## src/rtl/mcps_pkg.sv

```systemverilog
package mcps_pkg;

  // Default controller count on the bus
  localparam int NUM_CONTROLLERS_DEF = 3;

  localparam int CFG_INDEX_W = 3;
  localparam int CFG_DATA_W  = 16;

  // Configuration reset values
  localparam logic [7:0]  BASE_ADDRESS_RST = 8'h80;
  localparam logic [15:0] BOOT_TIMEOUT_RST = 16'd500;
  localparam logic [15:0] ACK_TIMEOUT_RST  = 16'd50;
  localparam logic [15:0] POLL_TIMEOUT_RST = 16'd20;
  localparam logic [9:0]  MIN_VOLTAGE_RST  = 10'd60;
  localparam logic [9:0]  MAX_VOLTAGE_RST  = 10'd180;

  localparam logic [15:0] MS_SATURATE      = 16'hFFFF;
  localparam logic [15:0] STATUS_TIMEOUT_W = 16'hFFFF;
  localparam logic [7:0]  POS_MIN_LEN      = 8'd8;
  localparam logic [7:0]  STATUS_MIN_LEN   = 8'd2;

  typedef enum logic [2:0] {
    CFG_BASE_ADDRESS = 3'd0,
    CFG_BOOT_TIMEOUT = 3'd1,
    CFG_ACK_TIMEOUT  = 3'd2,
    CFG_POLL_TIMEOUT = 3'd3,
    CFG_MIN_VOLTAGE  = 3'd4,
    CFG_MAX_VOLTAGE  = 3'd5
  } cfg_idx_t;

  typedef enum logic [2:0] {
    CMD_STEP         = 3'd0,
    CMD_SET_SETPOINT = 3'd1,
    CMD_SET_ENABLE   = 3'd2,
    CMD_REQ_RESET    = 3'd3,
    CMD_READ_POS     = 3'd4,
    CMD_READ_STATUS  = 3'd5
  } cmd_t;

  typedef enum logic [2:0] {
    OP_VERSION    = 3'd0,
    OP_PID        = 3'd1,
    OP_RESET_ENC  = 3'd2,
    OP_VOLTAGE    = 3'd3,
    OP_DRIVE      = 3'd4,
    OP_GET_POS    = 3'd5,
    OP_GET_STATUS = 3'd6
  } op_t;

  typedef enum logic [2:0] {
    ST_BOOT   = 3'd0,
    ST_INIT   = 3'd1,
    ST_DRIVE  = 3'd2,
    ST_POLL   = 3'd3,
    ST_STATUS = 3'd4,
    ST_RESET  = 3'd5
  } seq_state_t;

  typedef enum logic [3:0] {
    PH_VERSION      = 4'd0,
    PH_VERSION_WAIT = 4'd1,
    PH_PID0         = 4'd2,
    PH_PID0_WAIT    = 4'd3,
    PH_PID1         = 4'd4,
    PH_PID1_WAIT    = 4'd5,
    PH_ENC          = 4'd6,
    PH_ENC_WAIT     = 4'd7,
    PH_VOLT         = 4'd8,
    PH_VOLT_WAIT    = 4'd9,
    PH_NEXT_CTRL    = 4'd10
  } init_phase_t;

  typedef struct packed {
    logic [7:0]  base_address;
    logic [15:0] boot_timeout_ms;
    logic [15:0] ack_timeout_ms;
    logic [15:0] poll_timeout_ms;
    logic [9:0]  min_voltage_tenths;
    logic [9:0]  max_voltage_tenths;
  } cfg_t;

  typedef struct packed {
    logic [2:0]         command;
    logic [15:0]        elapsed_ms;
    logic               has_ack;
    logic               has_response;
    logic [7:0]         response_len;
    logic [31:0]        response_word0;
    logic [31:0]        response_word1;
    logic [2:0]         item_index;
    logic signed [31:0] setpoint_value;
    logic               enable_value;
  } in_item_t;

  typedef struct packed {
    logic               send_valid;
    logic [2:0]         send_op;
    logic [7:0]         send_address;
    logic signed [31:0] send_arg_a;
    logic signed [31:0] send_arg_b;
    logic [31:0]        read_data;
    logic [2:0]         main_state;
  } out_item_t;

endpackage

```

## src/rtl/mcps_cfg.sv

```systemverilog
module mcps_cfg (
  input  logic                               clk,
  input  logic                               rst_n,
  input  logic                               cfg_wr_en,
  input  logic [mcps_pkg::CFG_INDEX_W-1:0]   cfg_index,
  input  logic [mcps_pkg::CFG_DATA_W-1:0]    cfg_wdata,
  output mcps_pkg::cfg_t                     cfg
);
  import mcps_pkg::*;

  cfg_t cfg_r;

  always_ff @(posedge clk) begin
    if (!rst_n) begin
      cfg_r.base_address       <= BASE_ADDRESS_RST;
      cfg_r.boot_timeout_ms    <= BOOT_TIMEOUT_RST;
      cfg_r.ack_timeout_ms     <= ACK_TIMEOUT_RST;
      cfg_r.poll_timeout_ms    <= POLL_TIMEOUT_RST;
      cfg_r.min_voltage_tenths <= MIN_VOLTAGE_RST;
      cfg_r.max_voltage_tenths <= MAX_VOLTAGE_RST;
    end else if (cfg_wr_en) begin
      unique case (cfg_idx_t'(cfg_index))
        CFG_BASE_ADDRESS: cfg_r.base_address       <= cfg_wdata[7:0];
        CFG_BOOT_TIMEOUT: cfg_r.boot_timeout_ms    <= cfg_wdata;
        CFG_ACK_TIMEOUT:  cfg_r.ack_timeout_ms     <= cfg_wdata;
        CFG_POLL_TIMEOUT: cfg_r.poll_timeout_ms    <= cfg_wdata;
        CFG_MIN_VOLTAGE:  cfg_r.min_voltage_tenths <= cfg_wdata[9:0];
        CFG_MAX_VOLTAGE:  cfg_r.max_voltage_tenths <= cfg_wdata[9:0];
        default: ;
      endcase
    end
  end

  assign cfg = cfg_r;

endmodule

```

## src/rtl/mcps_seq.sv

```systemverilog
module mcps_seq #(
  parameter int NUM_CONTROLLERS = mcps_pkg::NUM_CONTROLLERS_DEF
) (
  input  logic                 clk,
  input  logic                 rst_n,
  input  logic                 fire,
  input  mcps_pkg::in_item_t   item,
  input  mcps_pkg::cfg_t       cfg,
  output mcps_pkg::out_item_t  result
);
  import mcps_pkg::*;

  localparam int CCW = $clog2(NUM_CONTROLLERS + 1);
  localparam int RW  = (NUM_CONTROLLERS > 1) ? $clog2(NUM_CONTROLLERS) : 1;
  localparam logic [CCW-1:0] NC     = CCW'(NUM_CONTROLLERS);
  localparam logic [CCW-1:0] CC_ONE = CCW'(1);
  localparam logic [7:0]     NC8    = 8'(NUM_CONTROLLERS);
  localparam logic [7:0]     NM8    = 8'(2 * NUM_CONTROLLERS);

  // Sequencer state
  seq_state_t    state_r, state_nxt;
  init_phase_t   phase_r, phase_nxt;
  logic [CCW-1:0] cc_r, cc_nxt;
  logic          fresh_r, fresh_nxt;
  logic          en_r, en_nxt;
  logic          rp_r, rp_nxt;
  logic [15:0]   since_r, since_nxt;

  // Setpoints and positions split into even (lo) and odd (hi) motor of each controller
  logic [31:0] sp_lo_r  [NUM_CONTROLLERS];
  logic [31:0] sp_hi_r  [NUM_CONTROLLERS];
  logic [31:0] pos_lo_r [NUM_CONTROLLERS];
  logic [31:0] pos_hi_r [NUM_CONTROLLERS];
  logic [15:0] stat_r   [NUM_CONTROLLERS];

  cmd_t          cmd;
  logic [7:0]    idx_ext;
  logic          motor_ok, ctrl_ok;
  logic [RW-1:0] motor_row, ctrl_row, cc_row, prev_row;
  logic [16:0]   since_sum17;
  logic [15:0]   since_sum;
  logic          to_boot, to_ack, to_poll;
  logic [CCW-1:0] cc_plus, cc_prev, rcc;
  logic          prev_ok;
  logic          issue, go, enter;
  op_t           issue_op;
  logic [CCW-1:0] issue_cc;
  seq_state_t    enter_st;
  logic          sp_we, pos_we, st_we;
  logic [15:0]   st_data;

  assign cmd       = cmd_t'(item.command);
  assign idx_ext   = {5'd0, item.item_index};
  assign motor_ok  = idx_ext < NM8;
  assign ctrl_ok   = idx_ext < NC8;
  assign motor_row = idx_ext[RW:1];
  assign ctrl_row  = idx_ext[RW-1:0];
  assign cc_row    = cc_r[RW-1:0];
  assign cc_plus   = cc_r + CC_ONE;
  assign cc_prev   = cc_r - CC_ONE;
  assign prev_row  = cc_prev[RW-1:0];
  assign prev_ok   = (cc_r >= CC_ONE) && (cc_r <= NC);

  assign since_sum17 = {1'b0, since_r} + {1'b0, item.elapsed_ms};
  assign since_sum   = since_sum17[16] ? MS_SATURATE : since_sum17[15:0];
  assign to_boot     = since_sum >= cfg.boot_timeout_ms;
  assign to_ack      = since_sum >= cfg.ack_timeout_ms;
  assign to_poll     = since_sum >= cfg.poll_timeout_ms;

  // Next state
  always_comb begin
    state_nxt = state_r;
    phase_nxt = phase_r;
    cc_nxt    = cc_r;
    fresh_nxt = fresh_r;
    en_nxt    = en_r;
    rp_nxt    = rp_r;
    since_nxt = since_r;
    issue     = 1'b0;
    issue_op  = OP_VERSION;
    issue_cc  = cc_r;
    go        = 1'b0;
    enter     = 1'b0;
    enter_st  = ST_BOOT;
    rcc       = cc_r;
    sp_we     = 1'b0;
    pos_we    = 1'b0;
    st_we     = 1'b0;
    st_data   = STATUS_TIMEOUT_W;

    unique case (cmd)
      CMD_STEP: begin
        since_nxt = since_sum;
        if ((state_r == ST_DRIVE || state_r == ST_POLL || state_r == ST_STATUS) && !en_r) begin
          enter    = 1'b1;
          enter_st = ST_BOOT;
        end else begin
          unique case (state_r)
            ST_INIT: begin
              unique case (phase_r)
                PH_VERSION: begin
                  issue = 1'b1; issue_op = OP_VERSION; phase_nxt = PH_VERSION_WAIT;
                end
                PH_VERSION_WAIT: begin
                  if (item.has_response) phase_nxt = PH_PID0;
                  else if (to_boot) phase_nxt = PH_VERSION;
                end
                PH_PID0: begin
                  issue = 1'b1; issue_op = OP_PID; phase_nxt = PH_PID0_WAIT;
                end
                PH_PID1: begin
                  issue = 1'b1; issue_op = OP_PID; phase_nxt = PH_PID1_WAIT;
                end
                PH_ENC: begin
                  issue = 1'b1; issue_op = OP_RESET_ENC; phase_nxt = PH_ENC_WAIT;
                end
                PH_VOLT: begin
                  issue = 1'b1; issue_op = OP_VOLTAGE; phase_nxt = PH_VOLT_WAIT;
                end
                PH_PID0_WAIT, PH_PID1_WAIT, PH_ENC_WAIT, PH_VOLT_WAIT: begin
                  if (item.has_ack || to_ack) phase_nxt = init_phase_t'(phase_r + 4'd1);
                end
                default: begin
                  cc_nxt    = cc_plus;
                  phase_nxt = PH_VERSION;
                  if (cc_plus >= NC) begin
                    enter    = 1'b1;
                    enter_st = rp_r ? ST_RESET : ST_DRIVE;
                  end
                end
              endcase
            end
            ST_DRIVE: begin
              fresh_nxt = 1'b0;
              if (fresh_r || item.has_ack || to_poll) begin
                if (cc_r >= NC) begin
                  enter = 1'b1; enter_st = ST_POLL;
                end else begin
                  issue = 1'b1; issue_op = OP_DRIVE; cc_nxt = cc_plus;
                end
              end
            end
            ST_POLL: begin
              fresh_nxt = 1'b0;
              go        = fresh_r;
              if (item.has_response) begin
                go     = 1'b1;
                pos_we = prev_ok && (item.response_len >= POS_MIN_LEN);
              end else if (to_poll) begin
                go = 1'b1;
              end
              if (go) begin
                if (cc_r >= NC) begin
                  enter = 1'b1; enter_st = ST_STATUS;
                end else begin
                  issue = 1'b1; issue_op = OP_GET_POS; cc_nxt = cc_plus;
                end
              end
            end
            ST_STATUS: begin
              fresh_nxt = 1'b0;
              go        = fresh_r;
              if (item.has_response) begin
                go      = 1'b1;
                st_we   = prev_ok && (item.response_len >= STATUS_MIN_LEN);
                st_data = item.response_word0[31:16];
              end else if (to_poll) begin
                go      = 1'b1;
                st_we   = prev_ok;
                st_data = STATUS_TIMEOUT_W;
              end
              if (go) begin
                if (cc_r >= NC) begin
                  enter = 1'b1; enter_st = ST_DRIVE;
                end else begin
                  issue = 1'b1; issue_op = OP_GET_STATUS; cc_nxt = cc_plus;
                end
              end
            end
            ST_RESET: begin
              fresh_nxt = 1'b0;
              go        = fresh_r;
              if (item.has_ack) begin
                go = 1'b1;
              end else if (to_poll) begin
                // restart the pass at the first controller
                rcc = '0;
                go  = 1'b1;
              end
              if (go) begin
                if (rcc >= NC) begin
                  rp_nxt = 1'b0;
                  enter  = 1'b1; enter_st = ST_DRIVE;
                end else begin
                  issue    = 1'b1;
                  issue_op = OP_RESET_ENC;
                  issue_cc = rcc;
                  cc_nxt   = rcc + CC_ONE;
                end
              end
            end
            default: begin
              if (to_boot) begin
                enter = 1'b1; enter_st = ST_INIT;
              end
            end
          endcase
        end
        if (issue) since_nxt = '0;
        if (enter) begin
          state_nxt = enter_st;
          phase_nxt = PH_VERSION;
          cc_nxt    = '0;
          fresh_nxt = 1'b1;
          since_nxt = '0;
        end
      end
      CMD_SET_SETPOINT: sp_we  = motor_ok;
      CMD_SET_ENABLE:   en_nxt = item.enable_value;
      CMD_REQ_RESET:    rp_nxt = 1'b1;
      default: ;
    endcase
  end

  // Result word
  always_comb begin
    result            = '0;
    result.main_state = state_nxt;
    if (issue) begin
      result.send_valid   = 1'b1;
      result.send_op      = issue_op;
      result.send_address = cfg.base_address + 8'(issue_cc);
      unique case (issue_op)
        OP_PID:     result.send_arg_a = (phase_r == PH_PID1) ? 32'sd1 : 32'sd0;
        OP_VOLTAGE: begin
          result.send_arg_a = {22'd0, cfg.min_voltage_tenths};
          result.send_arg_b = {22'd0, cfg.max_voltage_tenths};
        end
        OP_DRIVE: begin
          result.send_arg_a = sp_lo_r[cc_row];
          result.send_arg_b = sp_hi_r[cc_row];
        end
        default: ;
      endcase
    end
    if (cmd == CMD_READ_POS && motor_ok) begin
      result.read_data = item.item_index[0] ? pos_hi_r[motor_row] : pos_lo_r[motor_row];
    end else if (cmd == CMD_READ_STATUS && ctrl_ok) begin
      result.read_data = {16'd0, stat_r[ctrl_row]};
    end
  end

  always_ff @(posedge clk) begin
    if (!rst_n) begin
      state_r <= ST_BOOT;
      phase_r <= PH_VERSION;
      cc_r    <= '0;
      fresh_r <= 1'b1;
      en_r    <= 1'b0;
      rp_r    <= 1'b0;
      since_r <= '0;
    end else if (fire) begin
      state_r <= state_nxt;
      phase_r <= phase_nxt;
      cc_r    <= cc_nxt;
      fresh_r <= fresh_nxt;
      en_r    <= en_nxt;
      rp_r    <= rp_nxt;
      since_r <= since_nxt;
    end
  end

  always_ff @(posedge clk) begin
    if (!rst_n) begin
      for (int k = 0; k < NUM_CONTROLLERS; k++) begin
        sp_lo_r[k]  <= '0;
        sp_hi_r[k]  <= '0;
        pos_lo_r[k] <= '0;
        pos_hi_r[k] <= '0;
        stat_r[k]   <= '0;
      end
    end else if (fire) begin
      if (sp_we) begin
        if (item.item_index[0]) sp_hi_r[motor_row] <= item.setpoint_value;
        else                    sp_lo_r[motor_row] <= item.setpoint_value;
      end
      if (pos_we) begin
        pos_lo_r[prev_row] <= item.response_word0;
        pos_hi_r[prev_row] <= item.response_word1;
      end
      if (st_we) stat_r[prev_row] <= st_data;
    end
  end

endmodule

```

## src/rtl/motor_controller_poll_sequencer_unit.sv

```systemverilog
// Path: a word accepted into the input register is processed by the sequencer, and its result
//   word is held in the result register and presented on out_*.
// Throughput: one word per cycle; the input register refills whenever the result register
//   is free or being taken, so a stalled output holds at most two words in flight.
// Reset: synchronous, active low; clears the sequencer to boot, all stored tables to zero
//   and the configuration registers to their defaults.
module motor_controller_poll_sequencer_unit #(
  parameter int NUM_CONTROLLERS = mcps_pkg::NUM_CONTROLLERS_DEF
) (
  input  logic                              clk,
  input  logic                              rst_n,
  // input word channel
  input  logic                              in_valid,
  output logic                              in_ready,
  input  mcps_pkg::in_item_t                in_data,
  // result word channel
  output logic                              out_valid,
  input  logic                              out_ready,
  output mcps_pkg::out_item_t               out_data,
  // configuration writes
  input  logic                              cfg_wr_en,
  input  logic [mcps_pkg::CFG_INDEX_W-1:0]  cfg_index,
  input  logic [mcps_pkg::CFG_DATA_W-1:0]   cfg_wdata
);
  import mcps_pkg::*;

  // Input register: holds one word until the sequencer consumes it
  logic      in_valid_r;
  in_item_t  in_item_r;
  // Result register: holds one finished word until the consumer takes it
  logic      out_valid_r;
  out_item_t out_item_r;

  cfg_t      cfg;
  out_item_t result;
  logic      proc_fire;

  // Advance the held word whenever the result register can take its result
  assign proc_fire = in_valid_r && (!out_valid_r || out_ready);
  // Accept a new word whenever the input register is empty or draining this cycle
  assign in_ready  = !in_valid_r || proc_fire;

  mcps_cfg u_cfg (
    .clk       (clk),
    .rst_n     (rst_n),
    .cfg_wr_en (cfg_wr_en),
    .cfg_index (cfg_index),
    .cfg_wdata (cfg_wdata),
    .cfg       (cfg)
  );

  // All state updates and the result word come from one pass over the held word
  mcps_seq #(
    .NUM_CONTROLLERS (NUM_CONTROLLERS)
  ) u_seq (
    .clk    (clk),
    .rst_n  (rst_n),
    .fire   (proc_fire),
    .item   (in_item_r),
    .cfg    (cfg),
    .result (result)
  );

  always_ff @(posedge clk) begin
    if (!rst_n) begin
      in_valid_r <= 1'b0;
    end else if (in_ready) begin
      in_valid_r <= in_valid;
    end
  end

  // Payload needs no reset; load only on a fresh accept
  always_ff @(posedge clk) begin
    if (in_valid && in_ready) begin
      in_item_r <= in_data;
    end
  end

  always_ff @(posedge clk) begin
    if (!rst_n) begin
      out_valid_r <= 1'b0;
    end else if (proc_fire) begin
      out_valid_r <= 1'b1;
    end else if (out_ready) begin
      // drop the word once taken
      out_valid_r <= 1'b0;
    end
  end

  always_ff @(posedge clk) begin
    if (proc_fire) begin
      out_item_r <= result;
    end
  end

  assign out_valid = out_valid_r;
  assign out_data  = out_item_r;

endmodule
```

## config.mk

```make
export PLATFORM = sky130hd
export DESIGN_NAME = motor_controller_poll_sequencer_unit
export DESIGN_NICKNAME = d
export VERILOG_FILES = /design/src/rtl/mcps_pkg.sv /design/src/rtl/mcps_cfg.sv /design/src/rtl/mcps_seq.sv /design/src/rtl/motor_controller_poll_sequencer_unit.sv
export SDC_FILE = /design/constraint.sdc
export NUM_CORES = 1
export LEC_CHECK = 0
export BUFFER_PORTS_ARGS = -buffer_cell sky130_fd_sc_hd__clkbuf_2
export CORE_MARGIN = 5
export CORE_UTILIZATION = 48
export CTS_CLUSTER_SIZE = 10
export DETAILED_ROUTE_END_ITERATION = 16
export GPL_ROUTABILITY_DRIVEN = 1
export MAX_ROUTING_LAYER = met4
export PLACE_DENSITY_LB_ADDON = 0.3
export SYNTH_ARGS = -nofsm -noshare
export SYNTH_HDL_FRONTEND = slang
export SYNTH_SLANG_ARGS = --single-unit
```

## constraint.sdc

```tcl
create_clock -name clk -period 5.6 [get_ports clk]
set_input_delay 0.28 -clock clk [delete_from_list [all_inputs] [get_ports clk]]
set_output_delay 0.28 -clock clk [all_outputs]
set_load 0.1 [all_outputs]
```

==> results of run 1 <==
## registers in the layout, summed over array words and instances (netlist names), named ones only
| signal | count |
|---|---|
| u_seq.pos_lo_r | 128 |
| u_seq.pos_hi_r | 128 |
| u_seq.fresh_r | 1 |
| u_seq.stat_r | 64 |
| in_valid_r | 1 |
| u_seq.phase_r | 4 |
| u_seq.en_r | 1 |
| u_cfg.cfg | 76 |
| out_data | 111 |
| u_seq.rp_r | 1 |
| in_item_r | 128 |
| u_seq.sp_lo_r | 128 |
| u_seq.sp_hi_r | 128 |
| u_seq.since_r | 16 |
| out_valid | 1 |
| u_seq.cc_r | 2 |
| u_seq.state_r | 3 |
## routing by layer
layer | global-route usage (%) | share of wire [%] | vias up
li1 | - | - | 10900
met4 | 6.15 | 2.6 | 0
met3 | 3.21 | 6.2 | 155
met1 | 30.3 | 42 | 12000
met2 | 37.0 | 49 | 812
met5 | - | 0 | -
## power breakdown
group,total [mW],internal (mW),switching [mW]
clock,6.00,3.39,2.61
sequential,7.97,7.81,0.155
combinational,1.08,0.392,0.686
## final cells by class
type	instances	area, um2
fillers	6174	33600
flip-flops and latches	926	26700
multi-input cells	1614	12200
repair buffers	496	3540
clock buffers	130	2710
well taps	1060	1330
inverters	77	298
clock inverters	10	226
diodes	2	5.00
## cell usage in the layout, fill, tap and decap left out, types with 8 or more instances in the layout
| cell | Yosys | routed |
|---|---|---|
| a211oi_1 | 13 | 12 |
| a21o_1 | 10 | 10 |
| a21oi_1 | 91 | 91 |
| a22o_1 | 36 | 36 |
| and2_1 | 240 | 240 |
| and3_1 | 197 | 197 |
| buf_12 | 0 | 9 |
| buf_4 | 0 | 76 |
| clkbuf_1 | 125 | 25 |
| clkbuf_16 | 0 | 104 |
| clkbuf_2 | 0 | 264 |
| conb_1 | 1 | 144 |
| dfxtp_1 | 111 | 107 |
| dlygate4sd3_1 | 0 | 147 |
| edfxtp_1 | 815 | 815 |
| ha_1 | 78 | 73 |
| inv_1 | 76 | 74 |
| mux2i_1 | 37 | 37 |
| mux4_2 | 144 | 144 |
| nand2_1 | 210 | 207 |
| nand2b_1 | 19 | 13 |
| nand3_1 | 44 | 44 |
| nand4_1 | 8 | 8 |
| nor2_1 | 141 | 139 |
| nor2b_1 | 14 | 13 |
| nor3_1 | 15 | 12 |
| o211ai_1 | 15 | 15 |
| o21a_1 | 8 | 8 |
| o21ai_0 | 46 | 43 |
| o22ai_1 | 8 | 8 |
| or2_2 | 9 | 9 |
## final timing paths
check             depth (start not counted)                     endpoint
setup / recovery                         26  out_data[104]$_SDFFCE_PN0P_
hold / removal                            4   u_cfg.cfg[70]$_SDFFE_PN0P_
setup reg to reg                         26  out_data[104]$_SDFFCE_PN0P_
hold reg to reg                           2   u_cfg.cfg[45]$_SDFFE_PN0P_
## logic make-up after synthesis
family	share of synthesized area, %
flops	68.4
compound gates	4.53
simple gates	12.6
mux	9.43
fa+ha+maj	2.60
xor+xnor	0.314
other cells	0.00961
buf+inv	2.11
## worst min-delay path, stage by stage
cell	delay, ps
clkbuf_2	150
nor3_1	190
nand2_1	120
a21oi_1	60
## repair_timing
item                                   CTS  global route
gates cloned                             0             0
pin swaps                                4             6
endpoints found under the hold margin  200             0
setup endpoints to repair               35            56
setup buffers                            2             3
hold buffers                           147             0
resized for setup                        8             8
==> qor.yml, run 1 <==
run_status: "finished clean"
start_util_pct: 48.5
vias: 23900
design_area_um2: 47000
worstReg2RegStart: "in_item_r[123]$_DFFE_PP_"
skew_ps: 42.6
cts_max_level: 3
min_period_over_period_pct: 96.1
path_common_cell: "nor2_1"
synth_area_um2: 39000
rows: 104
leakagePower_nw: 18.1
yosysTopAreaCellShare_pct: 62.7
crit_arrival_ps: 5770
synthFlopType: "edfxtp_1"
ant_nets: 0
syn_area_per_cell_um2: 14.9
post_drt_wl_per_cell_um: 22.4
tns_ps: 0
reg2reg_slack_ps: 220
drt-pass1-iter-count: 5
cp_num_buf_inv: 2
ys.warnings.count: 0
min_path_type: "input pin to register"
worstHoldStart: "cfg_index[1]"
max_freq_ghz: 0.186
max-cap-violations: 0
path_max_fanout: 6
yosysMostFrequentCell: "edfxtp_1"
synthTopCellsByCount: "edfxtp_1, and2_1, nand2_1, and3_1, mux4_2"
worstSetupPathType: "register to register"
grt_use_total_pct: 22.6
cp_top_family: "compound AO/OA/AOI/OAI gates"
cts_root_buffer: "clkbuf_16"
grt_pass1_wl_mm: 147
grt_pass1_vias: 24800
grt-ovfl-total: 0
final_util_pct: 58.3
worstPathRequired_ps: 5990
drive_gt1_share_pct: 20.8
clkTransAtPathRegs_ps: 60
antenna_found_initial: 2
p_total_mw: 15.0
gp_congestion: 0.909
crit_slowest_cell: "a2111o_1"
worst_pin_slew_ps: 1240
cts_inserted_buffers: 104
endpoint_kind: "register"
ys_async_sr_fraction_pct: 0
synth_area_leaders: "edfxtp_1, mux4_2, dfxtp_1"
layout_min_cycle_time_ps: 5380
chipWidth_um: 295
netlist-cell-type-count: 73
ios: 266
grt_max_degree: 190
clkSinkCount: 926
drt_iter0_drc: 1793
die_area_um2: 87100
startpoint: "in_item_r[123]$_DFFE_PP_"
io_buffers: 264
post-place-cells: 4021
syn-instance-count: 2614
via_per_inst: 5.53
design.core.area_um2: 80500
setup_violations: 0
critPathMaxStageDelay_ps: 450
synth_seq_area_share_pct: 68.4
max-slew-margin-rel_pct: 17.1
p_per_area_nw_per_um2: 320
final_cells: 4315
syn_to_final_growth_pct: 20.4
drc: 0
holdWs_ps: 199
critPathLaunchType: "register"
postSynthRegisterBits: 926
ir_worst_vdd_uv: 371
placedInstanceArea_um2: 42500
die_h_um: 295
synth_largest_area_cell: "edfxtp_1"
slew_viol_final: 0
dp_slack_ps: -310
worst_slack_ps: 218
nets: 3452
cts_buffer_depth: 3
synth_edf_count: 815
hold_viol: 0
cts_tree: "done"
clock_latency_ps: 680
wirelength_mm: 96.7
post-dp-hpwl_mm: 59.6
Note: power is estimated with default switching activity, not from simulation.
==> run 2, diff against run 1 <==
==> constraint.sdc (replaced) <==
create_clock -name clk -period 4.8 [get_ports clk]
set_input_delay 0.24 -clock clk [delete_from_list [all_inputs] [get_ports clk]]
set_output_delay 0.24 -clock clk [all_outputs]
set_load 0.1 [all_outputs]
==> qor.yml, run 2 (synthesized netlist as in run 1, its figures left out) <==
run_status: "complete, but fails checks"
violations: "setup timing"
post-place-cells: 4069
rows: 104
clkTransAtPathRegs_ps: 60
gp_congestion: 0.892
rsz0062_at_grt: "true"
clkSinkCount: 926
layout_min_cycle_time_ps: 5180
max_freq_ghz: 0.193
start_util_pct: 48.5
min_period_over_period_pct: 108
final_cells: 4405
p_sw_share_pct: 23.0
crit_arrival_ps: 5590
tns_ps: -13190
max-cap-violations: 0
final_cell_mix: "edfxtp_1, clkbuf_2, and2_1"
comb_power_share_pct: 7.3
grt_pass1_vias: 25500
cts_root_buffer: "clkbuf_16"
worst_slack_ps: -379
holdWs_ps: 140
post-dp-hpwl_mm: 59.0
endpoint_kind: "register"
worstPathRequired_ps: 5210
final_util_pct: 59.8
skew_ps: 44.4
die_area_um2: 87100
grt-ovfl-total: 0
cts_max_level: 3
clock_latency_ps: 690
drive_gt1_share_pct: 24.2
cts_inserted_buffers: 105
chipWidth_um: 295
grt_pass1_wl_mm: 150
p_per_area_nw_per_um2: 369
wirelength_mm: 99.9
via_per_inst: 5.51
critPathLaunchType: "register"
n_fill_cell: 6087
seqPwrFrac_pct: 52.4
vias: 24300
drt-pass1-iter-count: 6
ir_worst_vdd_uv: 301
worst_pin_slew_ps: 1290
drc: 0
p_total_mw: 17.8
setup_violations: 58
grt_use_total_pct: 23.2
path_max_fanout: 4
cts_tree: "done"
grt_max_degree: 193
leakagePower_nw: 18.6
die_h_um: 295
ant_nets: 0
slew_viol_final: 0
pwr-share-clk_pct: 40.3
worstSetupPathType: "register to register"
ios: 266
antenna_found_initial: 1
design.core.area_um2: 80500
intPower_mw: 13.7
syn_to_final_growth_pct: 23.4
layout_commonest_cell: "edfxtp_1"
cts_buffer_depth: 3
max-slew-margin-rel_pct: 13.9
netSwitchingPower_mw: 4.08
io_buffers: 264
min_path_type: "input pin to register"
drt_iter0_drc: 2042
nets: 3532
hold_viol: 0
post_drt_wl_per_cell_um: 22.7
==> run 2: cell count changes in the layout (fill, tap and decap cells not counted), moves of 7 or more <==
cell	previous run	this run
buf_6	0	17
clkbuf_1	25	32
buf_4	76	132
and2_4	0	10
and2_1	240	230
o21ai_0	43	36
==> run 2: timing repair <==
item,in CTS,in global routing
hold buffers,146,0
cloned,4,5
endpoints found under the setup margin,63,106
pin swaps,30,26
hold endpoints to repair,207,0
resized for setup,49,45
setup buffers,23,14
==> run 2: stage by stage <==
step	area [um2]	setup WS, ps
detailed placement	42900	-597
finish	48100	-379
CTS	47900	-324
global route	48100	-601
global placement	42900	-468
floorplan	39700	-203
==> run 2: power groups by stage <==
stage,Clock [mW],Combinational (mW),Sequential (mW)
after global routing,7.65,1.39,9.34
final,7.15,1.30,9.30
after detailed placement,0,1.17,9.47
after CTS,7.28,1.29,9.30
after floorplan,0,0.541,9.63
after global placement,0,1.15,9.44
==> run 2: path summary, 6_finish.rpt <==
kind,from,to,slack (ps),depth (start not counted)
worst max-delay path,in_item_r[111]$_DFFE_PP_,out_data[103]$_SDFFCE_PN0P_,-380,24
worst min-delay path,rst_n,u_seq.phase_r[0]$_SDFFE_PN0P_,140,4
worst max register to register,in_item_r[111]$_DFFE_PP_,out_data[103]$_SDFFCE_PN0P_,-380,24
worst min register to register,u_cfg.cfg[35]$_SDFFE_PN0P_,u_cfg.cfg[35]$_SDFFE_PN0P_,460,2
==> run 2: final cells by class <==
type	instances	area, um2	area share, %
antenna	2	5.00	0.0104
clock buffer	141	2810	5.84
clock inverter	10	203	0.421
inverter	77	300	0.624
multi-input combinational	1614	12500	25.9
sequential	926	26700	55.5
tap	1060	1330	2.75
timing repair buffer	575	4320	8.97
==> run 2: critical path: stages, from the launching register on <==
cell and delay, ps:
edfxtp_1 410, buf_6 140, fa_2 400, a211oi_2 270, o21a_1 220, o31ai_4 100
o41a_1 380, or4_1 440, nand3_2 120, ha_4 140, nand2_4 50, nor2_4 100
nand4_2 110, o21ai_2 220, nor2b_4 220, nor2_2 60, ha_2 210, nor2_2 120
nand4_1 120, and2_1 180, ha_2 190, fa_2 380, nand3_1 120, xor2_1 170
nor2_1 60
==> run 2: layer usage <==
| metal | part of all wire [%] | vias up | routed length (um) | GRT usage (%) |
|---|---|---|---|---|
| li1 | - | 11000 | - | - |
| met1 | 42 | 12300 | 41900 | 30.7 |
| met2 | 50 | 784 | 49900 | 38.7 |
| met3 | 5.7 | 173 | 5730 | 3.19 |
| met4 | 2.3 | 0 | 2320 | 5.57 |
| met5 | 0 | - | 0 | - |
